$ cat config.mk
export PLATFORM = sky130hd
export DESIGN_NAME = cdms_median
export DESIGN_NICKNAME = d
export VERILOG_FILES = /design/src/rtl/cdms_pkg.sv /design/src/rtl/cdms_median.sv
export SDC_FILE = /design/constraint.sdc
export NUM_CORES = 1
export LEC_CHECK = 0
export ABC_AREA = 1
export BUFFER_PORTS_ARGS = -buffer_cell sky130_fd_sc_hd__buf_4
export CAP_MARGIN = 0
export CORE_MARGIN = 2
export CORE_UTILIZATION = 57
export DETAILED_ROUTE_END_ITERATION = 8
export PLACE_DENSITY = 0.85
export SYNTH_ARGS = -nofsm -noshare
export SYNTH_HDL_FRONTEND = slang
export SYNTH_SLANG_ARGS = --single-unit
$ cat constraint.sdc
create_clock -name vclk -period 23.2
set_input_delay 2.32 -clock vclk [all_inputs]
set_output_delay 2.32 -clock vclk [all_outputs]
set_load 0.01 [all_outputs]
$ cat src/rtl/cdms_pkg.sv
// ============================================================================
// cdms_pkg
// Constants, types and small compare functions of the color-difference
// median smoothing block.
// ============================================================================
`default_nettype none

package cdms_pkg;

  localparam int unsigned MaxWidth = 4096;
  localparam int unsigned ColW     = $clog2(MaxWidth);
  localparam int unsigned PendW    = $clog2(MaxWidth + 2);
  localparam int unsigned PixW     = 16;
  localparam int unsigned DiffW    = PixW + 1;
  localparam int unsigned FwW      = 13;
  localparam int unsigned FhW      = 16;
  localparam int unsigned CfgIdxW  = 2;
  localparam int unsigned CfgDataW = 16;

  // Configuration register indexes.
  localparam logic [CfgIdxW-1:0] CfgFrameWidth  = CfgIdxW'(0);
  localparam logic [CfgIdxW-1:0] CfgFrameHeight = CfgIdxW'(1);

  localparam logic [FwW-1:0] FwReset = FwW'(4096);
  localparam logic [FhW-1:0] FhReset = FhW'(2048);
  localparam logic [FwW-1:0] FwMin   = FwW'(3);
  localparam logic [FhW-1:0] FhMin   = FhW'(3);

  // Input operation codes.
  localparam logic OpPixel = 1'b0;
  localparam logic OpFlush = 1'b1;

  typedef logic [PixW-1:0]         sample_t;
  typedef logic signed [DiffW-1:0] diff_t;

  typedef struct packed {
    sample_t r;
    sample_t g;
    sample_t b;
  } pixel_t;

  // One line-store word holds a column of the two previous rows.
  typedef struct packed {
    pixel_t older;
    pixel_t prev;
  } line_word_t;

  typedef struct packed {
    diff_t lo;
    diff_t mid;
    diff_t hi;
  } col_sort_t;

  // Per-word control from the sequencer to the datapath.
  typedef struct packed {
    logic            step;
    logic            wr;
    logic [ColW-1:0] col;
    logic            emit;
    logic            smooth;
    logic            eof;
  } step_ctl_t;

  function automatic diff_t diff_of(sample_t c, sample_t g);
    diff_of = $signed({1'b0, c}) - $signed({1'b0, g});
  endfunction

  function automatic diff_t max2(diff_t a, diff_t b);
    max2 = (a > b) ? a : b;
  endfunction

  function automatic diff_t min2(diff_t a, diff_t b);
    min2 = (a < b) ? a : b;
  endfunction

  function automatic diff_t max3(diff_t a, diff_t b, diff_t c);
    max3 = max2(max2(a, b), c);
  endfunction

  function automatic diff_t min3(diff_t a, diff_t b, diff_t c);
    min3 = min2(min2(a, b), c);
  endfunction

  function automatic diff_t med3(diff_t a, diff_t b, diff_t c);
    med3 = max2(min2(a, b), min2(max2(a, b), c));
  endfunction

  function automatic col_sort_t sort3(diff_t a, diff_t b, diff_t c);
    col_sort_t s;
    s.lo  = min3(a, b, c);
    s.mid = med3(a, b, c);
    s.hi  = max3(a, b, c);
    sort3 = s;
  endfunction

endpackage

`default_nettype wire

$ cat src/rtl/cdms_median.sv
// ============================================================================
// cdms_median
// Median of nine differences from three sorted columns, added back to the
// center green and clamped to the sample range.
// ============================================================================
`default_nettype none

module cdms_median
  import cdms_pkg::*;
(
  input  col_sort_t [2:0] cols_i,
  input  sample_t         green_i,
  output sample_t         value_o
);

  diff_t             lo_max, mid_med, hi_min, med;
  logic [DiffW:0]    sum;

  // Median of a 3x3 set: the middle of the largest low, the middle middle
  // and the smallest high of the sorted columns.
  assign lo_max  = max3(cols_i[0].lo, cols_i[1].lo, cols_i[2].lo);
  assign mid_med = med3(cols_i[0].mid, cols_i[1].mid, cols_i[2].mid);
  assign hi_min  = min3(cols_i[0].hi, cols_i[1].hi, cols_i[2].hi);
  assign med     = med3(lo_max, mid_med, hi_min);

  assign sum = {med[DiffW-1], med} + {2'b00, green_i};

  always_comb begin
    if (sum[DiffW]) begin
      value_o = '0;
    end else if (sum[DiffW-1:PixW] != '0) begin
      value_o = '1;
    end else begin
      value_o = sum[PixW-1:0];
    end
  end

endmodule

`default_nettype wire

==> run summary <==
outcome: complete, no violations
Core ar.: 12700 sq um
Top cell by count, worst path: a21oi_1
row count: 41
syn_nets: 1623
Initial Utilization: 58.7%
PortBufs: 185
DRT antenna net count: 0
critical path class: in -> out
most used routing layer: met2
synth top area cells: ha_1, nand2_1, inv_1
Final min period: 21.22 ns
M1 GR Usage: 37.5%
initial antenna violation count: 0
Vias: 8608
worst stage delay on the critical path: 0.80 ns
CLK BUF: 0
final period utilization: 91.5%
Worst Setup Start Kind: input pin
Synth cell types: 48
Syn. warnings: 0
Final setup viols: 0
Hold EP: value_o[0]
routed wire length: 20400 microns
CP Capture Type: output port
cts hold-fix bufs: 0
DRC violations left: 0
Resized cells post-CTS: 0
Max Cap Viol: 0
Max FO, Critical Path: 32
Fin. Hold Viols: 0
layout cells sized above 1: 17.1%
hpwl dp: 18100 microns
hold depth: 7
post-synthesis sequential area ratio: 0%
Die Height: 118 microns
routability cong.: 0.938
Buf+Inv Stages, Crit Path: 8
Post-synth top cells: nand2_1, inv_1, ha_1
GRT overflow: 0
GRT Util Overall: 27.9%
vias per inst: 5.41
Critical Path Source: cols_i[33]
f_max: 47.1 MHz
First-pass DRT Iterations: 5
RSZ-0062 raised after global routing: false
Setup TNS Final: 0 ns
# diodes: 0
area occupied by registers: 0 sq um
Routed WL per cell: 12.8 microns
Layout area overhead: 19.2%
Hold Crit Class: in -> out
Critical Path RT: 20.88 ns
largest net degree at the start of global routing: 34
Post-CTS Setup Repair Bufs: 0
GR Util met2: 50.5%
worst relative slew slack: 34.1%
I/O pins: 185
HP Start: green_i[0]
Seq cells: 0
Crit-path slowest cell: o21ai_0
Die Width: 118 microns
vias in the first global route: 7769
die area: 14000 sq um
Final nets: 1772
Tightest Pin Transition: 0.986 ns
first-pass GRT wire length: 33800 microns
Largest delay share family, worst path: compound AO/OA/AOI/OAI gates
Detailed Route Iter0 Violations: 501
cells after synthesis: 1271
met3 usage in global routing: 1.54%
Synth top area share: 30.6%
WP data arrival: 18.90 ns
cell area after synthesis: 7440 sq um
count leader, synth: nand2_1
max-slew violation count: 0
Avg Cell Area, Syn: 5.85 sq um
largest area contributor in the netlist: ha_1
-- through the flow --
stage / hold slack (ns) / instance area [sq um] / worst slack, ns / std cells / util, %
after floorplan: 4.96 / 7440 / 5.66 / 1271 / -
after global placement: 5.17 / 8860 / 2.85 / 1590 / 69.9
after detailed placement: 5.16 / 8860 / 2.35 / 1590 / 69.9
after CTS: 5.16 / 8860 / 2.35 / 1590 / 69.9
after global routing: 5.21 / 8860 / 0.240 / 1590 / 69.9
final: 5.16 / 8860 / 1.98 / 1590 / 69.9
-- cell type report --
cell class,count,area (sq um)
fill,1141,3810
multi-input combinational,1033,6500
tap,172,215
timing repair buffer,186,1400
inverter,199,747
-- routing by layer --
layer  vias to the layer above  share of wire, %
met1                      3724                46
met4                         0              0.99
met5                         -                 0
met3                        16               6.4
li1                       4584                 -
met2                       284                47
-- logic make-up after synthesis --
kind of cell,Yosys count,synth area share [%]
adders and majority gates,183,30.9
xor gates and xnor gates,16,1.88
AOI/OAI and AO/OA,338,24.5
buffers and inverters,238,12.6
and+or+nand+nor,496,30.1
-- tightest hold or removal path, delay by kind of cell --
kind          cells  cell delay [ns]
fa+ha+maj         1             0.12
buf+inv           4             0.27
simple gates      2             0.13
-- cell usage in the layout (no fill, tap or decap), types with 3 or more instances in the layout --
master    instances
nor2_2            3
ha_1            182
xnor2_1           5
nor3_1            4
nand4_1          20
nand2_1         292
o221ai_1          4
o21ai_0         120
inv_1           195
inv_2             4
o21ai_1          58
a21oi_1         116
xor2_1           11
and2_1            4
o21a_1            5
nand3b_1          4
a21o_1            7
a211oi_1          5
buf_4           186
o21bai_1          8
nor2_1           75
nand3_1          40
nand3_2          22
nor4_1            9
nand2_2          16
-- worst max-delay path by stage --
stage | endpoint | slack (ns) | cells past startpoint
floorplan | value_o[7] | 5.66 | 95
global placement | value_o[15] | 2.85 | 85
detailed placement | value_o[15] | 2.35 | 87
CTS | value_o[15] | 2.35 | 87
global route | value_o[2] | 0.24 | 88
finish | value_o[15] | 1.98 | 87
Power is left out: the tool's default activity adds up to more than one toggle a clock period on the data nets, which glitch-free logic cannot reach.
