File: config.mk
export PLATFORM = sky130hd
export DESIGN_NAME = cdms_ram
export DESIGN_NICKNAME = d
export VERILOG_FILES = /design/src/rtl/cdms_ram.sv
export SDC_FILE = /design/constraint.sdc
export NUM_CORES = 1
export LEC_CHECK = 0
export BUFFER_PORTS_ARGS = -buffer_cell sky130_fd_sc_hd__buf_2
export CAP_MARGIN = 10
export CELL_PAD_IN_SITES_DETAIL_PLACEMENT = 1
export CELL_PAD_IN_SITES_GLOBAL_PLACEMENT = 2
export CORE_MARGIN = 4
export CORE_UTILIZATION = 40
export CTS_CLUSTER_SIZE = 28
export DETAILED_ROUTE_END_ITERATION = 8
export PLACE_DENSITY = 0.82
export SLEW_MARGIN = 20
export SYNTH_ARGS = -nofsm -noshare
export SYNTH_HDL_FRONTEND = slang
export SYNTH_SLANG_ARGS = --single-unit
File: constraint.sdc
create_clock -name clk_i -period 1.6 [get_ports clk_i]
set_input_delay 0.08 -clock clk_i [delete_from_list [all_inputs] [get_ports clk_i]]
set_output_delay 0.08 -clock clk_i [all_outputs]
set_load 0.01 [all_outputs]
File: src/rtl/cdms_ram.sv
// ============================================================================
// cdms_ram
// Generic single-write, single-read RAM with a registered read port.
// ============================================================================
`default_nettype none

module cdms_ram #(
  parameter int unsigned Width = 8,
  parameter int unsigned Depth = 16,
  localparam int unsigned AddrW = (Depth > 1) ? $clog2(Depth) : 1
) (
  input  logic             clk_i,
  input  logic             we_i,
  input  logic [AddrW-1:0] waddr_i,
  input  logic [Width-1:0] wdata_i,
  input  logic [AddrW-1:0] raddr_i,
  output logic [Width-1:0] rdata_o
);

  logic [Width-1:0] mem_q [Depth];
  logic [Width-1:0] rdata_q;

  always_ff @(posedge clk_i) begin
    if (we_i) begin
      mem_q[waddr_i] <= wdata_i;
    end
    rdata_q <= mem_q[raddr_i];
  end

  assign rdata_o = rdata_q;

endmodule

`default_nettype wire

==> impl_metrics.toml, run 1 <==
[worst_setup_path]
reg2reg_to = "rdata_o[3]"
worstSetupStartpointType = "flip-flop"
ff2ff_setup_slack_ps = 200
cp-end-kind = "flip-flop"
r2r_start = "mem_q[5][3]"
crit_arrival_ps = 1700
r2r_cells = 3
crit_type = "reg2reg"
worst_ep_required_time_ps = 1900
path_max_fanout = 1

[timing]
holdWs_ps = 49.3
max_slew.worst_pin.slew_ps = 462
finalSetupViolCount = 0
max_slew_margin_pct = 69.2
hold_viol_final = 0
skew_ps = 8.81
fmax_mhz = 714
grt_setup_unrepaired = "no"
post-route-period-util_pct = 87.6
drv_slew = 0
setup_tns_ps = 0
period_needed_ps = 1400

[clock_tree]
insertion_delay_ps = 420
cts_tree = "yes"
cts.sinks = 136
cts_resized = 0
post_cts_buffers = 0
cts_root_buffer = "clkbuf_16"
htree_levels = 4
cts_hold_buf = 0
cts_buffers = 17
cts.clk_slew.worst_paths_ps = 60
clk_path_buf_depth = 2

[power]
peakVddDrop_mv = 0.734
p_leak_nw = 2.10
p_per_area_mw_per_mm2 = 1300

[floorplanning]
die_x_um = 121
core-area_mm2 = 0.0126
ios = 26
die_y_um = 121
initial_utilization_pct = 40.8
num_rows = 41
die_area_mm2 = 0.0147

[cells_and_area]
antenna_cells = 0
final_nets = 304
design_area_mm2 = 0.00617
regArea_mm2 = 0.00400
multi_input_area_mm2 = 0.00106
fillers = 1174
syn2layout_area_growth_pct = 19.8
layout-drive-gt1-share_pct = 33.1

[global_routing]
grt_first_pass_wirelength_um = 16400
antenna_found_initial = 0
track_usage_pct = 15.9
grt_overflow = 0
grt_max_degree = 17
first_global_vias = 2656

[synth]
synth_cell_types = 19
synth_top_family_by_area = "multiplexers"
muxShareOfSynthArea_pct = 15.0
syn_nets = 247
yosysWarnings = 0
yosys.area_share.adder_pct = 0
synth_compound_area_share_pct = 2.33
synth_xor_area_share_pct = 0
synth-simple-area-share_pct = 3.18
netlist_instances = 229
seq_area_frac_synth_pct = 77.8
synth-seq-cells = 136
synth.avg_cell_area_um2 = 22.5
synth_area_mm2 = 0.00515

[drt]
drc = 0
routed_wl_um = 10600
drt_iter0_drc = 295
vias = 2437
firstDrtPassIters = 5
ant_nets = 0
wire_per_inst_um = 22.5
routed_via_density = 5.17

[outcome]
status = "finished, final reports clean"

[worst_hold_path]
min_to = "mem_q[15][2]"
hold_depth = 1
worstHoldStart = "wdata_i[2]"
min_path_type = "in2reg"

[place]
placed_area_mm2 = 0.00561
gp_congestion = 0.720
place.detailed.hpwl_um = 7060
io_buffers = 25

[flow_run]
cap_violations = 0
## area by class of cell
class | instances | area share (%)
clock inverters | 15 | 2.11
flip-flops and latches | 136 | 64.9
well taps | 172 | 3.49
repair buffers | 48 | 5.44
multi-input cells | 83 | 17.1
clock buffers | 17 | 6.90
## routing by layer
metal | share of wire, % | track usage (%)
met5 | 0 | 0
met4 | 1.6 | 6.51
met3 | 4.6 | 4.38
met2 | 51 | 26.0
met1 | 42 | 19.9
## critical path, cell delays in order (launching register included)
cell and delay, ps:
edfxtp_1 360, mux4_1 560, a22oi_1 280, nand2_1 80
## registers in the layout (all words and copies together) (netlist names)
| register | count |
|---|---|
| mem_q | 128 |
| rdata_o | 8 |
## worst max-delay path by stage
stage,start,end,cells past startpoint
finish,mem_q[5][3],rdata_o[3],3
global route,mem_q[5][3],rdata_o[3],3
detailed placement,raddr_i[0],rdata_o[3],5
floorplan,waddr_i[2],mem_q[0][0],2
CTS,mem_q[5][3],rdata_o[3],3
global placement,raddr_i[0],rdata_o[3],5
## metrics by stage
stage	total power, mW	setup slack [ps]	utilization, %	instances
floorplan	4.29	27.1	-	229
global placement	4.46	108	44.5	439
detailed placement	4.48	68.6	44.5	439
CTS	8.11	189	48.9	471
global route	8.34	127	48.9	471
finish	8.03	199	48.9	471
## layout by cell type (no fill, tap or decap)
cell type	synthesis	layout
mux4_1	14	14
dfxtp_1	8	8
and2b_1	1	1
nand2b_1	2	2
nand3_1	1	1
nor2b_1	1	1
nand2_1	9	9
clkinv_4	0	4
bufinv_16	0	1
clkbuf_16	0	17
buf_12	0	3
buf_2	3	25
buf_4	1	20
a22oi_1	16	16
edfxtp_1	128	128
and2_1	1	1
mux4_2	18	18
nor2_1	13	13
nor3_1	4	4
nand3b_1	2	2
or3b_2	1	1
clkinvlp_4	0	3
inv_6	0	2
clkinv_2	0	5
## logic make-up (layout without fill, tap and decap cells)
logic type,count (synthesis),in the layout
buffers and inverters,10,80
DFF,136,136
AOI/OAI and AO/OA,16,16
and+or+nand+nor,35,35
muxes,32,32
## report_power, final
part,internal [mW],total (mW),switching (mW)
Sequential,3.98,4.01,0.0243
Clock,2.13,3.63,1.49
Combinational,0.170,0.391,0.221
Total,6.29,8.03,1.74
## synth_stat cells, drive strengths merged
master           n  area, um^2
a22oi           16         120
and2             1        6.26
and2b            1        7.51
buf              7        56.3
clkdlybuf4s25    3        30.0
dfxtp            8         160
edfxtp         128        3840
mux4            32         773
nand2            9        33.8
nand2b           2        12.5
nand3            1        5.00
nand3b           2        15.0
nor2            13        48.8
nor2b            1        6.26
nor3             4        20.0
or3b             1        8.76
Power figures use the tool's default switching activity.
==> run 2, diff against run 1 <==
CORE_ASPECT_RATIO = 1.75   (was not set)
==> impl_metrics.toml, run 2 (synthesis gave the netlist of run 1 again) <==
[cells_and_area]
final_common_cell = "edfxtp_1"
syn2layout_area_growth_pct = 19.5
final-instance-count-excl-fill = 467
largest_register_ffs = 128
final_cell_mix = "128 x edfxtp_1, 25 x buf_2, 20 x buf_4"
final_nets = 304
largest_register = "mem_q"
fillers = 1169
layout-drive-gt1-share_pct = 31.4
antenna_cells = 0

[floorplanning]
initial_utilization_pct = 41.0
num_rows = 54
ios = 26
core-area_mm2 = 0.0126
die_x_um = 93.8
die_y_um = 158
die_area_mm2 = 0.0148

[power]
p_per_area_mw_per_mm2 = 1290
p_leak_nw = 2.09
peakVddDrop_mv = 0.805

[clock_tree]
cts_tree = "yes"
cts_resized = 0
htree_levels = 4
insertion_delay_ps = 410
cts_buffers = 17
cts.sinks = 136
cts_hold_buf = 0
post_cts_buffers = 0
cts.clk_slew.worst_paths_ps = 60
clk_path_buf_depth = 2
cts_root_buffer = "clkbuf_16"

[timing]
skew_ps = 8.56
setup_tns_ps = 0
grt_setup_unrepaired = "no"
max_slew_margin_pct = 67.1
max_slew.worst_pin.slew_ps = 494
hold_viol_final = 0
drv_slew = 0
finalSetupViolCount = 0
fmax_mhz = 731
period_needed_ps = 1370
post-route-period-util_pct = 85.5

[global_routing]
track_usage_pct = 16.2
grt_max_degree = 33
grt_first_pass_wirelength_um = 16700
antenna_found_initial = 0
first_global_vias = 2685
grt_overflow = 0

[worst_setup_path]
path_cells = "mux4_1 -> a22oi_1 -> nand2_1"
cp-end-kind = "flip-flop"
path_max_fanout = 1
worst_ep_required_time_ps = 1900
ff2ff_setup_slack_ps = 230
crit_type = "reg2reg"
crit_arrival_ps = 1670
worstSetupStartpointType = "flip-flop"
slowest_delay_ps = 510
cpMaxStageDelayCell = "mux4_1"

[flow_run]
cap_violations = 0

[drt]
drt_iter0_drc = 260
vias = 2456
ant_nets = 0
drc = 0
firstDrtPassIters = 6
routed_via_density = 5.26
wire_per_inst_um = 23.2
routed_wl_um = 10800

[worst_hold_path]
min_path_type = "in2reg"

[place]
place_inst = 435
gp_congestion = 0.746
place.detailed.hpwl_um = 7070
io_buffers = 25

[outcome]
status = "finished, final reports clean"
run 2: final cells by class:
type / instances / area [um^2] / area share (%)
Clock buffer: 23 / 468 / 7.61
Tap cell: 168 / 210 / 3.42
Clock inverter: 9 / 76.3 / 1.24
Multi-Input combinational cell: 83 / 1060 / 17.2
Timing Repair Buffer: 48 / 335 / 5.45
Sequential cell: 136 / 4000 / 65.1
run 2: metrics by stage:
step	hold slack, ps	cell area [um^2]	setup slack, ps	power, mW	utilization [%]
detailed placement	474	5610	45.8	4.48	44.6
CTS	41.4	6150	178	8.01	48.9
finish	52.1	6150	232	7.93	48.9
global route	55.8	6150	118	8.24	48.9
global placement	463	5610	46.6	4.46	44.6
floorplan	179	5150	27.1	4.29	-
run 2: critical path, delay by kind of cell (launching register included):
| family | cells | cell delay [ps] |
|---|---|---|
| AOI/OAI and AO/OA | 1 | 290 |
| and+or+nand+nor | 1 | 80 |
| DFF | 1 | 390 |
| muxes | 1 | 510 |
run 2: final timing paths:
path,from,end,cells past startpoint
min reg2reg,mem_q[14][3],rdata_o[3],3
min,wdata_i[3],mem_q[11][3],1
max,mem_q[2][1],rdata_o[1],3
max reg2reg,mem_q[2][1],rdata_o[1],3
run 2: layer usage:
| layer | GRT usage, % | share of wire (%) | vias up |
|---|---|---|---|
| met2 | 27.7 | 54 | 63 |
| met1 | 19.6 | 40 | 1292 |
| met4 | 6.82 | 2.2 | 0 |
| li1 | - | - | 1087 |
| met5 | 0 | 0 | - |
| met3 | 3.71 | 3.8 | 14 |
run 2: power breakdown:
part	switching, mW	internal (mW)
clock network	1.34	2.20
registers	0.0272	3.99
logic	0.216	0.168
==> run 3, diff against run 2 <==
ABC_AREA = 1   (was not set)
CORE_UTILIZATION = 36   (was 40)
PLACE_DENSITY = 0.86   (was 0.82)
==> impl_metrics.toml, run 3 <==
[timing]
drv_slew = 0
skew_ps = 12.5
post-route-period-util_pct = 63.7
layout_setup_ws_ps = 580
grt_setup_unrepaired = "no"
hold_viol_final = 0
max_slew.worst_pin.slew_ps = 438
setup_tns_ps = 0
max_slew_margin_pct = 70.8
fmax_mhz = 981
holdWs_ps = 62.1
finalSetupViolCount = 0
period_needed_ps = 1020

[worst_setup_path]
cp-end-kind = "flip-flop"
r2r_start = "mem_q[5][1]"
worstSetupStartpointType = "flip-flop"
worst_ep_required_time_ps = 1890
crit_arrival_ps = 1310
r2r_cells = 6
crit_type = "reg2reg"
ff2ff_setup_slack_ps = 580
path_max_fanout = 1
reg2reg_to = "rdata_o[1]"

[power]
p_leak_nw = 2.94
p_per_area_mw_per_mm2 = 1250
peakVddDrop_mv = 0.551
p_total_mw = 8.48

[synth]
netlist_top_cells_area = "edfxtp_1 67%, nand2_1 11%, nand3_1 8.4%, inv_1 6.5%, dfxtp_1 2.8%"
synth_area_mm2 = 0.00577
yosysTopAreaCell = "edfxtp_1"
ys.flop_type = "edfxtp_1"
synth_top_area_share_pct = 66.7
synth_cell_types = 12
synth.most_common_cell = "nand2_1"
synth-seq-cells = 136
netlist_instances = 551
synth_common_cells = "173 x nand2_1, 128 x edfxtp_1, 100 x inv_1"
async_flop_share_pct = 0
syn_nets = 569
synth_edf_count = 128
seq_area_frac_synth_pct = 69.4
synth.avg_cell_area_um2 = 10.5
yosysWarnings = 0

[drt]
vias = 3903
drc = 0
ant_nets = 0
drt_iter0_drc = 155
routed_wl_um = 14800
routed_via_density = 4.91
firstDrtPassIters = 4
wire_per_inst_um = 18.6

[global_routing]
grt_overflow = 0
first_global_vias = 4373
grt_first_pass_wirelength_um = 23400
antenna_found_initial = 0
track_usage_pct = 17.1
grt_max_degree = 65

[cells_and_area]
syn2layout_area_growth_pct = 17.3
final_nets = 611
antenna_cells = 0
largest_register_ffs = 128
layout-drive-gt1-share_pct = 13.2
final_cell_mix = "173 x nand2_1, 128 x edfxtp_1, 100 x inv_1"
largest_register = "mem_q"
final_common_cell = "nand2_1"
fillers = 1750
final-instance-count-excl-fill = 795

[clock_tree]
cts_resized = 0
cts_buffers = 17
cts_root_buffer = "clkbuf_16"
insertion_delay_ps = 420
post_cts_buffers = 0
clk_path_buf_depth = 2
cts_tree = "yes"
htree_levels = 4
cts.sinks = 136
cts_hold_buf = 0
cts.clk_slew.worst_paths_ps = 60

[floorplanning]
initial_utilization_pct = 36.5
die_x_um = 104
die_area_mm2 = 0.0182
die_y_um = 175
ios = 26
core-area_mm2 = 0.0158
num_rows = 61

[flow_run]
cap_violations = 0

[worst_hold_path]
hold_depth = 1
min_path_type = "in2reg"
min_to = "mem_q[10][3]"
worstHoldStart = "wdata_i[3]"

[place]
gp_congestion = 0.810
place_inst = 763
place.detailed.hpwl_um = 9490
io_buffers = 25
pre_cts_ws_ps = 401

[outcome]
status = "finished, final reports clean"
[run 3: power breakdown]
group / switching [mW] / total [mW] / internal [mW]
sequential: 0.0247 / 4.01 / 3.98
clock: 1.51 / 3.97 / 2.46
combinational: 0.353 / 0.503 / 0.150
total: 1.88 / 8.48 / 6.59
[run 3: worst max-delay path, stage by stage (launching register included)]
cell and delay (ps):
edfxtp_1 360, inv_1 70, nand2_1 50, nand3_1 100, nand3_1 120, nand3_1 120, nand2_1 80
[run 3: stage by stage]
stage               cell area [um^2]  util (%)
finish                          6770      42.8
global route                    6770      42.8
floorplan                       5770         -
CTS                             6770      42.8
global placement                6160      39.0
detailed placement              6160      39.0
[run 3: layout make-up]
type	count	area [um^2]	share of cell area, %
flip-flops and latches	136	4000	59.2
multi-input cells	289	1210	17.9
clock buffers	18	429	6.34
inverters	102	383	5.66
repair buffers	47	328	4.84
well taps	189	236	3.49
clock inverters	14	173	2.55
[run 3: cell families after synthesis]
| kind of cell | Yosys count | share of synthesized area [%] |
|---|---|---|
| flip-flops | 136 | 69.4 |
| buffers and inverters | 126 | 9.52 |
| AND/OR/NAND/NOR | 289 | 21.0 |
[run 3: metal layers]
layer / global-route usage [%] / part of all wire, %
met5: 0 / 0
met4: 7.04 / 2.9
met3: 3.79 / 3.7
met2: 33.2 / 57
met1: 17.6 / 36
[run 3: worst max path at each step]
stage	from	to	cells after the start
2_1_floorplan	waddr_i[2]	mem_q[10][0]	2
3_3_place_gp	raddr_i[0]	rdata_o[1]	8
3_5_place_dp	raddr_i[0]	rdata_o[1]	8
4_1_cts	mem_q[5][1]	rdata_o[1]	6
5_1_grt	mem_q[3][7]	rdata_o[7]	6
6_report	mem_q[5][1]	rdata_o[1]	6
