File: src/rtl/cdms_pkg.sv
// ============================================================================
// cdms_pkg
// Constants, types and small compare functions of the color-difference
// median smoothing block.
// ============================================================================
`default_nettype none

package cdms_pkg;

  localparam int unsigned MaxWidth = 4096;
  localparam int unsigned ColW     = $clog2(MaxWidth);
  localparam int unsigned PendW    = $clog2(MaxWidth + 2);
  localparam int unsigned PixW     = 16;
  localparam int unsigned DiffW    = PixW + 1;
  localparam int unsigned FwW      = 13;
  localparam int unsigned FhW      = 16;
  localparam int unsigned CfgIdxW  = 2;
  localparam int unsigned CfgDataW = 16;

  // Configuration register indexes.
  localparam logic [CfgIdxW-1:0] CfgFrameWidth  = CfgIdxW'(0);
  localparam logic [CfgIdxW-1:0] CfgFrameHeight = CfgIdxW'(1);

  localparam logic [FwW-1:0] FwReset = FwW'(4096);
  localparam logic [FhW-1:0] FhReset = FhW'(2048);
  localparam logic [FwW-1:0] FwMin   = FwW'(3);
  localparam logic [FhW-1:0] FhMin   = FhW'(3);

  // Input operation codes.
  localparam logic OpPixel = 1'b0;
  localparam logic OpFlush = 1'b1;

  typedef logic [PixW-1:0]         sample_t;
  typedef logic signed [DiffW-1:0] diff_t;

  typedef struct packed {
    sample_t r;
    sample_t g;
    sample_t b;
  } pixel_t;

  // One line-store word holds a column of the two previous rows.
  typedef struct packed {
    pixel_t older;
    pixel_t prev;
  } line_word_t;

  typedef struct packed {
    diff_t lo;
    diff_t mid;
    diff_t hi;
  } col_sort_t;

  // Per-word control from the sequencer to the datapath.
  typedef struct packed {
    logic            step;
    logic            wr;
    logic [ColW-1:0] col;
    logic            emit;
    logic            smooth;
    logic            eof;
  } step_ctl_t;

  function automatic diff_t diff_of(sample_t c, sample_t g);
    diff_of = $signed({1'b0, c}) - $signed({1'b0, g});
  endfunction

  function automatic diff_t max2(diff_t a, diff_t b);
    max2 = (a > b) ? a : b;
  endfunction

  function automatic diff_t min2(diff_t a, diff_t b);
    min2 = (a < b) ? a : b;
  endfunction

  function automatic diff_t max3(diff_t a, diff_t b, diff_t c);
    max3 = max2(max2(a, b), c);
  endfunction

  function automatic diff_t min3(diff_t a, diff_t b, diff_t c);
    min3 = min2(min2(a, b), c);
  endfunction

  function automatic diff_t med3(diff_t a, diff_t b, diff_t c);
    med3 = max2(min2(a, b), min2(max2(a, b), c));
  endfunction

  function automatic col_sort_t sort3(diff_t a, diff_t b, diff_t c);
    col_sort_t s;
    s.lo  = min3(a, b, c);
    s.mid = med3(a, b, c);
    s.hi  = max3(a, b, c);
    sort3 = s;
  endfunction

endpackage

`default_nettype wire

File: src/rtl/cdms_ctrl.sv
// ============================================================================
// cdms_ctrl
// Frame sequencer: size registers, column, row and drain counters, and the
// per-word decisions (emit, smooth, end of frame, line-store write).
// ============================================================================
`default_nettype none

module cdms_ctrl
  import cdms_pkg::*;
(
  input  logic                clk_i,
  input  logic                rst_ni,
  input  logic                cfg_we_i,
  input  logic [CfgIdxW-1:0]  cfg_idx_i,
  input  logic [CfgDataW-1:0] cfg_data_i,
  input  logic                acc_i,
  input  logic                op_i,
  output step_ctl_t           ctl_o,
  output logic [ColW-1:0]     rd_addr_o
);

  logic [FwW-1:0]   fw_q, fw_d;
  logic [FhW-1:0]   fh_q, fh_d;
  logic [ColW-1:0]  col_q, col_d, col_e, col_inc, w_last;
  logic [FhW-1:0]   row_q, row_d, row_e, h_last;
  logic [PendW-1:0] pend_q, pend_d;
  logic             is_flush, pend_nz, col_last, row_last, cfg_hit, step, emit_ok;

  always_comb begin
    if (fw_q < FwMin) begin
      w_last = ColW'(2);
    end else if (32'(fw_q) > MaxWidth) begin
      w_last = ColW'(MaxWidth - 1);
    end else begin
      w_last = ColW'(fw_q - FwW'(1));
    end
    h_last = (fh_q < FhMin) ? FhW'(2) : fh_q - FhW'(1);
  end

  assign is_flush = (op_i == OpFlush);
  assign pend_nz  = (pend_q != '0);

  // A new pixel arriving while the previous frame still drains starts over.
  assign col_e    = (!is_flush && pend_nz) ? '0 : col_q;
  assign row_e    = (!is_flush && pend_nz) ? '0 : row_q;
  assign col_last = (col_e == w_last);
  assign row_last = (row_e == h_last);
  assign col_inc  = col_last ? '0 : col_e + ColW'(1);

  assign step    = acc_i && (!is_flush || pend_nz);
  assign emit_ok = is_flush ? pend_nz
                 : ((col_e == '0) ? (row_e >= FhW'(2)) : (row_e >= FhW'(1)));

  assign cfg_hit = cfg_we_i && (cfg_idx_i == CfgFrameWidth || cfg_idx_i == CfgFrameHeight);

  always_comb begin
    fw_d   = fw_q;
    fh_d   = fh_q;
    col_d  = col_q;
    row_d  = row_q;
    pend_d = pend_q;
    if (cfg_we_i) begin
      unique case (cfg_idx_i)
        CfgFrameWidth:  fw_d = cfg_data_i[FwW-1:0];
        CfgFrameHeight: fh_d = cfg_data_i[FhW-1:0];
        default:        ;
      endcase
      if (cfg_hit) begin
        col_d  = '0;
        row_d  = '0;
        pend_d = '0;
      end
    end else if (acc_i) begin
      if (!is_flush) begin
        col_d  = col_inc;
        row_d  = col_last ? (row_last ? '0 : row_e + FhW'(1)) : row_e;
        pend_d = (col_last && row_last) ? PendW'(w_last) + PendW'(2) : '0;
      end else if (pend_q == PendW'(1)) begin
        pend_d = '0;
        col_d  = '0;
      end else if (pend_nz) begin
        pend_d = pend_q - PendW'(1);
        col_d  = col_inc;
      end
    end
  end

  always_ff @(posedge clk_i or negedge rst_ni) begin
    if (!rst_ni) begin
      fw_q   <= FwReset;
      fh_q   <= FhReset;
      col_q  <= '0;
      row_q  <= '0;
      pend_q <= '0;
    end else begin
      fw_q   <= fw_d;
      fh_q   <= fh_d;
      col_q  <= col_d;
      row_q  <= row_d;
      pend_q <= pend_d;
    end
  end

  always_comb begin
    ctl_o.step   = step;
    ctl_o.wr     = acc_i && !is_flush;
    ctl_o.col    = col_e;
    ctl_o.emit   = step && emit_ok;
    ctl_o.smooth = !is_flush && (row_e >= FhW'(2)) && (col_e >= ColW'(2));
    ctl_o.eof    = is_flush && (pend_q == PendW'(1));
  end

  // The line store is read one word ahead, at the column the next item uses.
  assign rd_addr_o = col_d;

endmodule

`default_nettype wire

File: config.mk
export PLATFORM = sky130hd
export DESIGN_NAME = cdms_ctrl
export DESIGN_NICKNAME = d
export VERILOG_FILES = /design/src/rtl/cdms_pkg.sv /design/src/rtl/cdms_ctrl.sv
export SDC_FILE = /design/constraint.sdc
export NUM_CORES = 1
export LEC_CHECK = 0
export BUFFER_PORTS_ARGS = -buffer_cell sky130_fd_sc_hd__clkbuf_2
export CAP_MARGIN = 15
export CORE_UTILIZATION = 25
export DETAILED_ROUTE_END_ITERATION = 8
export PLACE_DENSITY_LB_ADDON = 0.08
export SYNTH_ARGS = -nofsm -noshare
export SYNTH_HDL_FRONTEND = slang
export SYNTH_SLANG_ARGS = --single-unit
File: constraint.sdc
create_clock -name clk_i -period 6.87 [get_ports clk_i]
set_clock_uncertainty 0.2 [all_clocks]
set_input_delay 1.374 -clock clk_i [delete_from_list [all_inputs] [get_ports clk_i]]
set_output_delay 1.374 -clock clk_i [all_outputs]
set_load 0.02 [all_outputs]
==> results.yml, run 1 <==
floorplan:
  die_w_um: 159
  placeableCoreArea_mm2: 0.0242
  row_count: 57
  die_y_um: 159
  die_area_mm2: 0.0252
  initial_core_util_pct: 25.4
  pin_count: 52
synthesis:
  synth_edf_count: 0
  yosysSeqAreaShare_pct: 28.5
  synth_cell_types: 83
  syn-instance-count: 755
  synth_top_area_cell: "dfrtp_1"
  synthMostInstantiatedCell: "nand2_1"
  netlist_top_cells_count: "77 x nand2_1, 68 x dfrtp_1, 60 x nor2_1, 38 x clkbuf_1, 37 x nor3_1"
  syn_avg_cell_area_um2: 8.14
  synth_warnings: 0
  synth_nets: 791
  ys_ff_latch: 70
  synth_flop_cell: "dfrtp_1"
  ys_top_cells_by_area: "dfrtp_1 28%, mux2_2 5.1%, nand2_1 4.7%"
  async_flop_share_pct: 100
  yosysTopAreaCellShare_pct: 27.7
  netlist_area_mm2: 0.00614
sta:
  clock.fmax_mhz: 159
  slew_headroom_pct: 25.7
  tightest_slew_ns: 1.11
  period_share_pct: 91.3
  slew_viol_final: 0
  rsz0062_at_grt: "no"
  setup_viol_count_final: 0
  holdWs_ns: 0.343
  setup_tns_ns: 0
  hold_viol: 0
  period_needed_ns: 6.27
global_route:
  grt_max_degree: 71
  grt_usage_pct: 18.3
  grt_pass1_wl_um: 35800
  overflow: 0
  grt_pass1_vias: 5777
  antenna_found_initial: 0
run_status:
  status: "completed"
setup_path:
  rrSetupSlack_ns: 1.73
  end_kind: "output port"
  path_depth: 11
  cp_max_fo: 9
  crit_start: "fw_q[0]"
  rr_startpoint: "fw_q[0]"
  crit_type: "flop to output port"
  cp.arrival_ns: 4.70
  worst_path_max_delay_cell: "o31ai_1"
  worstPathRequired_ns: 5.30
  critPathTopFamily: "compound AO/OA/AOI/OAI gates"
  startpoint_type: "flop"
  path_buf_inv: 2
  path_cells: "inv_1, ha_1, or4b_1, o21a_1, o31ai_1, a32oi_1, a211oi_2, nand2_1, a221oi_1, nor2_1, clkbuf_2"
  r2r-end: "row_q[2]"
  r2r_cells: 10
  max_stage_delay_ns: 0.81
  crit_end: "rd_addr_o[11]"
layout:
  area_delta_synth_final_pct: 12.3
  layout-drive-gt1-share_pct: 17.1
  fin_nets: 803
  post-route-cell-area_mm2: 0.00690
  antenna_cells_inserted: 0
  stdcell_count: 1096
power_and_ir_drop:
  max-vdd-ir-drop_uv: 118
  pwr_density_cell_mw_per_mm2: 312
  leakagePower_nw: 2.66
placement:
  place.gp.congestion: 0.804
  placed_cell_area_mm2: 0.00663
  dp_hpwl_um: 17100
  io_buffers: 51
  place_inst: 1080
clock_tree:
  cts_root_buf: "clkbuf_16"
  clock_path_buffers: 2
  postCtsSetupBuffers: 0
  clk_latency_ns: 0.35
  cts_hold_buf: 0
  cts_resized: 0
  clock-sinks: 70
  cts_tree: "done"
  clkTransAtPathRegs_ns: 0.06
  htreeDepth: 3
  numCtsBuffers: 9
drt:
  drtAntennaViolNets: 0
  drc: 0
  wire_per_inst_um: 20.6
  viasPerCell: 5.49
  vias: 6016
  dr.pass1.iters: 7
  drtIter0Drc: 503
  postRouteWirelength_um: 22600
hold_path:
  hold_path_class: "flop to flop"
run:
  drv_cap: 0
## worst register-to-register path, stage by stage (launching register included)
cell and delay, ns:
dfrtp_1 0.47, inv_1 0.14, ha_1 0.26, or4b_1 0.56, o21a_1 0.21, o31ai_1 0.81
a32oi_1 0.45, a211oi_2 0.41, nand4_1 0.86, nand2_1 0.51, o32ai_1 0.14
## through the flow
stage / utilization [%] / setup slack (ns) / total power, mW
floorplan: - / 1.13 / 1.36
global placement: 27.4 / 0.820 / 1.70
detailed placement: 27.4 / 0.686 / 1.70
CTS: 28.5 / 0.616 / 2.17
global route: 28.5 / 0.242 / 2.31
finish: 28.5 / 0.595 / 2.15
## cells by family after synthesis
logic type	after synthesis	share of synthesized area, %
xor gates and xnor gates	26	3.71
adders and majority gates	13	2.65
buffers and inverters	88	6.01
DFF	70	28.5
muxes	31	5.62
and+or+nand+nor	333	28.8
AOI/OAI and AO/OA	194	24.6
## report_power, final
group          total [mW]  internal, mW  switching [mW]
Clock               0.451         0.253           0.198
Combinational        1.09         0.373           0.719
Sequential          0.611         0.486           0.125
Total                2.15          1.11            1.04
## cells in the final DEF (no fill, tap or decap), types with 5 or more instances in the layout
| master | instances |
|---|---|
| and2_1 | 17 |
| inv_1 | 29 |
| nand3_1 | 33 |
| buf_4 | 10 |
| o2111ai_1 | 8 |
| and3_1 | 12 |
| nor2_1 | 60 |
| nor4_1 | 22 |
| xnor2_1 | 13 |
| o21ai_1 | 6 |
| a32oi_1 | 10 |
| o221ai_1 | 7 |
| a31oi_1 | 5 |
| clkbuf_2 | 50 |
| a21oi_1 | 22 |
| o211ai_1 | 6 |
| nor3b_1 | 5 |
| ha_1 | 13 |
| o31ai_1 | 10 |
| or4_1 | 13 |
| clkbuf_16 | 9 |
| nand2_1 | 77 |
| a211oi_1 | 6 |
| nor2b_1 | 6 |
| nand4_1 | 16 |
| xor2_1 | 13 |
| dfrtp_1 | 68 |
| o31a_1 | 8 |
| nor3_1 | 37 |
| mux2_2 | 28 |
| a22oi_1 | 10 |
| a41oi_1 | 5 |
| or3_1 | 6 |
| o21ai_0 | 34 |
| o41ai_1 | 5 |
| o22ai_1 | 7 |
## flip-flops by register name (all words and copies together), names as in the netlist
| register | cells |
|---|---|
| fh_q | 16 |
| pend_q | 13 |
| row_q | 16 |
| fw_q | 13 |
| col_q | 12 |
## final cells by class
class                   count  area [µm²]
fillers                  2600       17300
multi-input cells         597        4040
flip-flops and latches     70        1750
well taps                 324         405
repair buffers             60         325
clock buffers              12         246
inverters                  29         109
clock inverters             4        22.5
## how the worst min path moves through the flow
stage,end,cells past startpoint,startpoint,slack (ns)
2_1_floorplan,pend_q[12],2,pend_q[12],0.29
3_3_place_gp,pend_q[9],1,pend_q[9],0.33
3_5_place_dp,pend_q[9],1,pend_q[9],0.33
4_1_cts,pend_q[9],1,pend_q[9],0.34
5_1_grt,pend_q[9],1,pend_q[9],0.35
6_report,pend_q[9],1,pend_q[9],0.34
## metal layers
metal / share of wire [%] / track usage, % / vias up
li1: - / - / 2888
met1: 51 / 27.3 / 2954
met2: 43 / 26.9 / 161
met3: 4.8 / 3.13 / 13
met4: 1.0 / 4.46 / 0
met5: 0 / 0 / -
No activity file was read; power rests on OpenSTA's default activity.
==> inputs of run 2 (changes only) <==
--- a/config.mk
+++ b/config.mk
@@ -7,7 +7,7 @@
 export LEC_CHECK = 0
 export BUFFER_PORTS_ARGS = -buffer_cell sky130_fd_sc_hd__clkbuf_2
 export CAP_MARGIN = 15
-export CORE_UTILIZATION = 25
+export CORE_UTILIZATION = 55
 export DETAILED_ROUTE_END_ITERATION = 8
 export PLACE_DENSITY_LB_ADDON = 0.08
 export SYNTH_ARGS = -nofsm -noshare
==> constraint.sdc (replaced) <==
create_clock -name clk_i -period 7.8 [get_ports clk_i]
set_clock_uncertainty 0.2 [all_clocks]
set_input_delay 1.56 -clock clk_i [delete_from_list [all_inputs] [get_ports clk_i]]
set_output_delay 1.56 -clock clk_i [all_outputs]
set_load 0.02 [all_outputs]
==> results.yml, run 2 (synthesis results as in run 1) <==
run_status:
  status: "completed"
layout:
  multi_input_comb_area_mm2: 0.00404
  post-route-cell-area_mm2: 0.00654
  layout_common_cells: "77 x nand2_1, 68 x dfrtp_1, 60 x nor2_1, 50 x clkbuf_2, 37 x nor3_1"
  fillers: 1003
  stdcell_count: 908
  layout-drive-gt1-share_pct: 16.4
  antenna_cells_inserted: 0
  final_common_cell: "nand2_1"
  area_delta_synth_final_pct: 6.39
  seqCellArea_mm2: 0.00175
  top_regs: "fh_q x16, row_q x16"
  fin_nets: 799
hold_path:
  hold_end: "pend_q[9]"
  min-delay-start: "pend_q[9]"
  min_path_cells: 1
  hold_path_class: "flop to flop"
drt:
  wire_per_inst_um: 20.5
  drc: 0
  postRouteWirelength_um: 18600
  dr.pass1.iters: 5
  vias: 6150
  drtAntennaViolNets: 0
  viasPerCell: 6.77
  drtIter0Drc: 644
run:
  drv_cap: 0
clock_tree:
  cts_resized: 0
  cts_tree: "done"
  postCtsSetupBuffers: 0
  clk_latency_ns: 0.38
  htreeDepth: 3
  clock-sinks: 70
  clkTransAtPathRegs_ns: 0.07
  cts_hold_buf: 0
  clock_path_buffers: 2
  cts_root_buf: "clkbuf_8"
  numCtsBuffers: 9
placement:
  place.gp.congestion: 0.942
  placed_cell_area_mm2: 0.00637
  place_inst: 892
  dp_hpwl_um: 13900
  io_buffers: 51
setup_path:
  startpoint_type: "flop"
  r2r_cells: 12
  r2r-end: "row_q[1]"
  cp_max_fo: 12
  crit_type: "flop to output port"
  worstPathRequired_ns: 6.04
  rrSetupSlack_ns: 2.58
  rr_startpoint: "pend_q[0]"
  cp.arrival_ns: 5.01
  end_kind: "output port"
global_route:
  grt_pass1_wl_um: 29600
  busiest_layer: "met2"
  use_met3_pct: 5.57
  grt_pass1_vias: 5524
  grtUsageMet2_pct: 51.7
  antenna_found_initial: 0
  grtUsageMet1_pct: 47.3
  overflow: 0
  grt_max_degree: 44
  grt_usage_pct: 33.3
sta:
  setup_viol_count_final: 0
  clock.fmax_mhz: 148
  period_needed_ns: 6.77
  period_share_pct: 86.8
  tightest_slew_ns: 1.09
  hold_viol: 0
  slew_viol_final: 0
  rsz0062_at_grt: "no"
  slew_headroom_pct: 26.8
  setup_tns_ns: 0
power_and_ir_drop:
  max-vdd-ir-drop_uv: 184
  leakagePower_nw: 2.59
  power.switching_uw: 839
  pwr_density_cell_mw_per_mm2: 263
  internal_power_uw: 878
  p_clk_share_pct: 15.8
  power_switching_share_pct: 48.9
  seqPwrFrac_pct: 31.2
  p_comb_share_pct: 53.0
floorplan:
  row_count: 38
  die_area_mm2: 0.0116
  die_w_um: 108
  initial_core_util_pct: 56.7
  placeableCoreArea_mm2: 0.0108
  die_y_um: 108
  pin_count: 52
## run 2: cell count changes in the layout (fill, tap and decap cells not counted)
cell	delta
clkbuf_8	+10
clkbuf_16	-9
buf_4	-5
clkbuf_1	+2
clkinv_2	-2
buf_2	+1
clkinvlp_4	-1
## run 2: power groups by stage
stage               clock [mW]  combinational [mW]  sequential (mW)
finish                   0.271               0.910            0.535
global route             0.291               0.994            0.547
CTS                      0.277               0.894            0.532
detailed placement           0               0.889            0.537
global placement             0               0.874            0.533
floorplan                    0               0.713            0.485
## run 2: cell type report
| cell class | instances | share of cell area [%] |
|---|---|---|
| tap | 140 | 2.68 |
| clock buffer | 15 | 2.55 |
| inverter | 29 | 1.67 |
| timing repair buffer | 56 | 4.48 |
| clock inverter | 1 | 0.0766 |
| sequential | 70 | 26.8 |
| multi-input combinational | 597 | 61.7 |
## run 2: metrics by stage
stage          hold slack [ns]  total power, mW  setup slack [ns]  util (%)
2_1_floorplan            0.285             1.20              1.69         -
3_3_place_gp             0.331             1.41              1.19      58.7
3_5_place_dp             0.322             1.43              1.12      58.7
4_1_cts                  0.347             1.70              1.10      60.3
5_1_grt                  0.368             1.83             0.747      60.3
6_report                 0.352             1.72              1.03      60.3
## run 2: critical path, cell delays in order, from the launching register on
cell	delay [ns]
dfrtp_1	0.49
inv_1	0.14
ha_1	0.25
or4b_1	0.58
o21a_1	0.22
o31ai_1	0.82
a2bb2oi_1	0.20
a21oi_1	0.27
nor4_4	0.12
a22oi_1	0.78
nand2_1	0.15
o31ai_1	0.36
clkbuf_2	0.24
## run 2: worst max path at each step
stage                    endpoint     from  slack [ns]
detailed placement   rd_addr_o[8]     op_i        1.12
global route         rd_addr_o[8]  fw_q[0]        0.75
CTS                  rd_addr_o[8]     op_i        1.10
floorplan           rd_addr_o[10]     op_i        1.69
global placement     rd_addr_o[8]     op_i        1.19
finish               rd_addr_o[8]  fw_q[0]        1.03
## run 2: routing by layer
| layer | vias to the layer above | part of all wire, % |
|---|---|---|
| met5 | - | 0 |
| met4 | 0 | 1.9 |
| met3 | 29 | 8.4 |
| met2 | 307 | 45 |
| met1 | 2928 | 45 |
| li1 | 2886 | - |
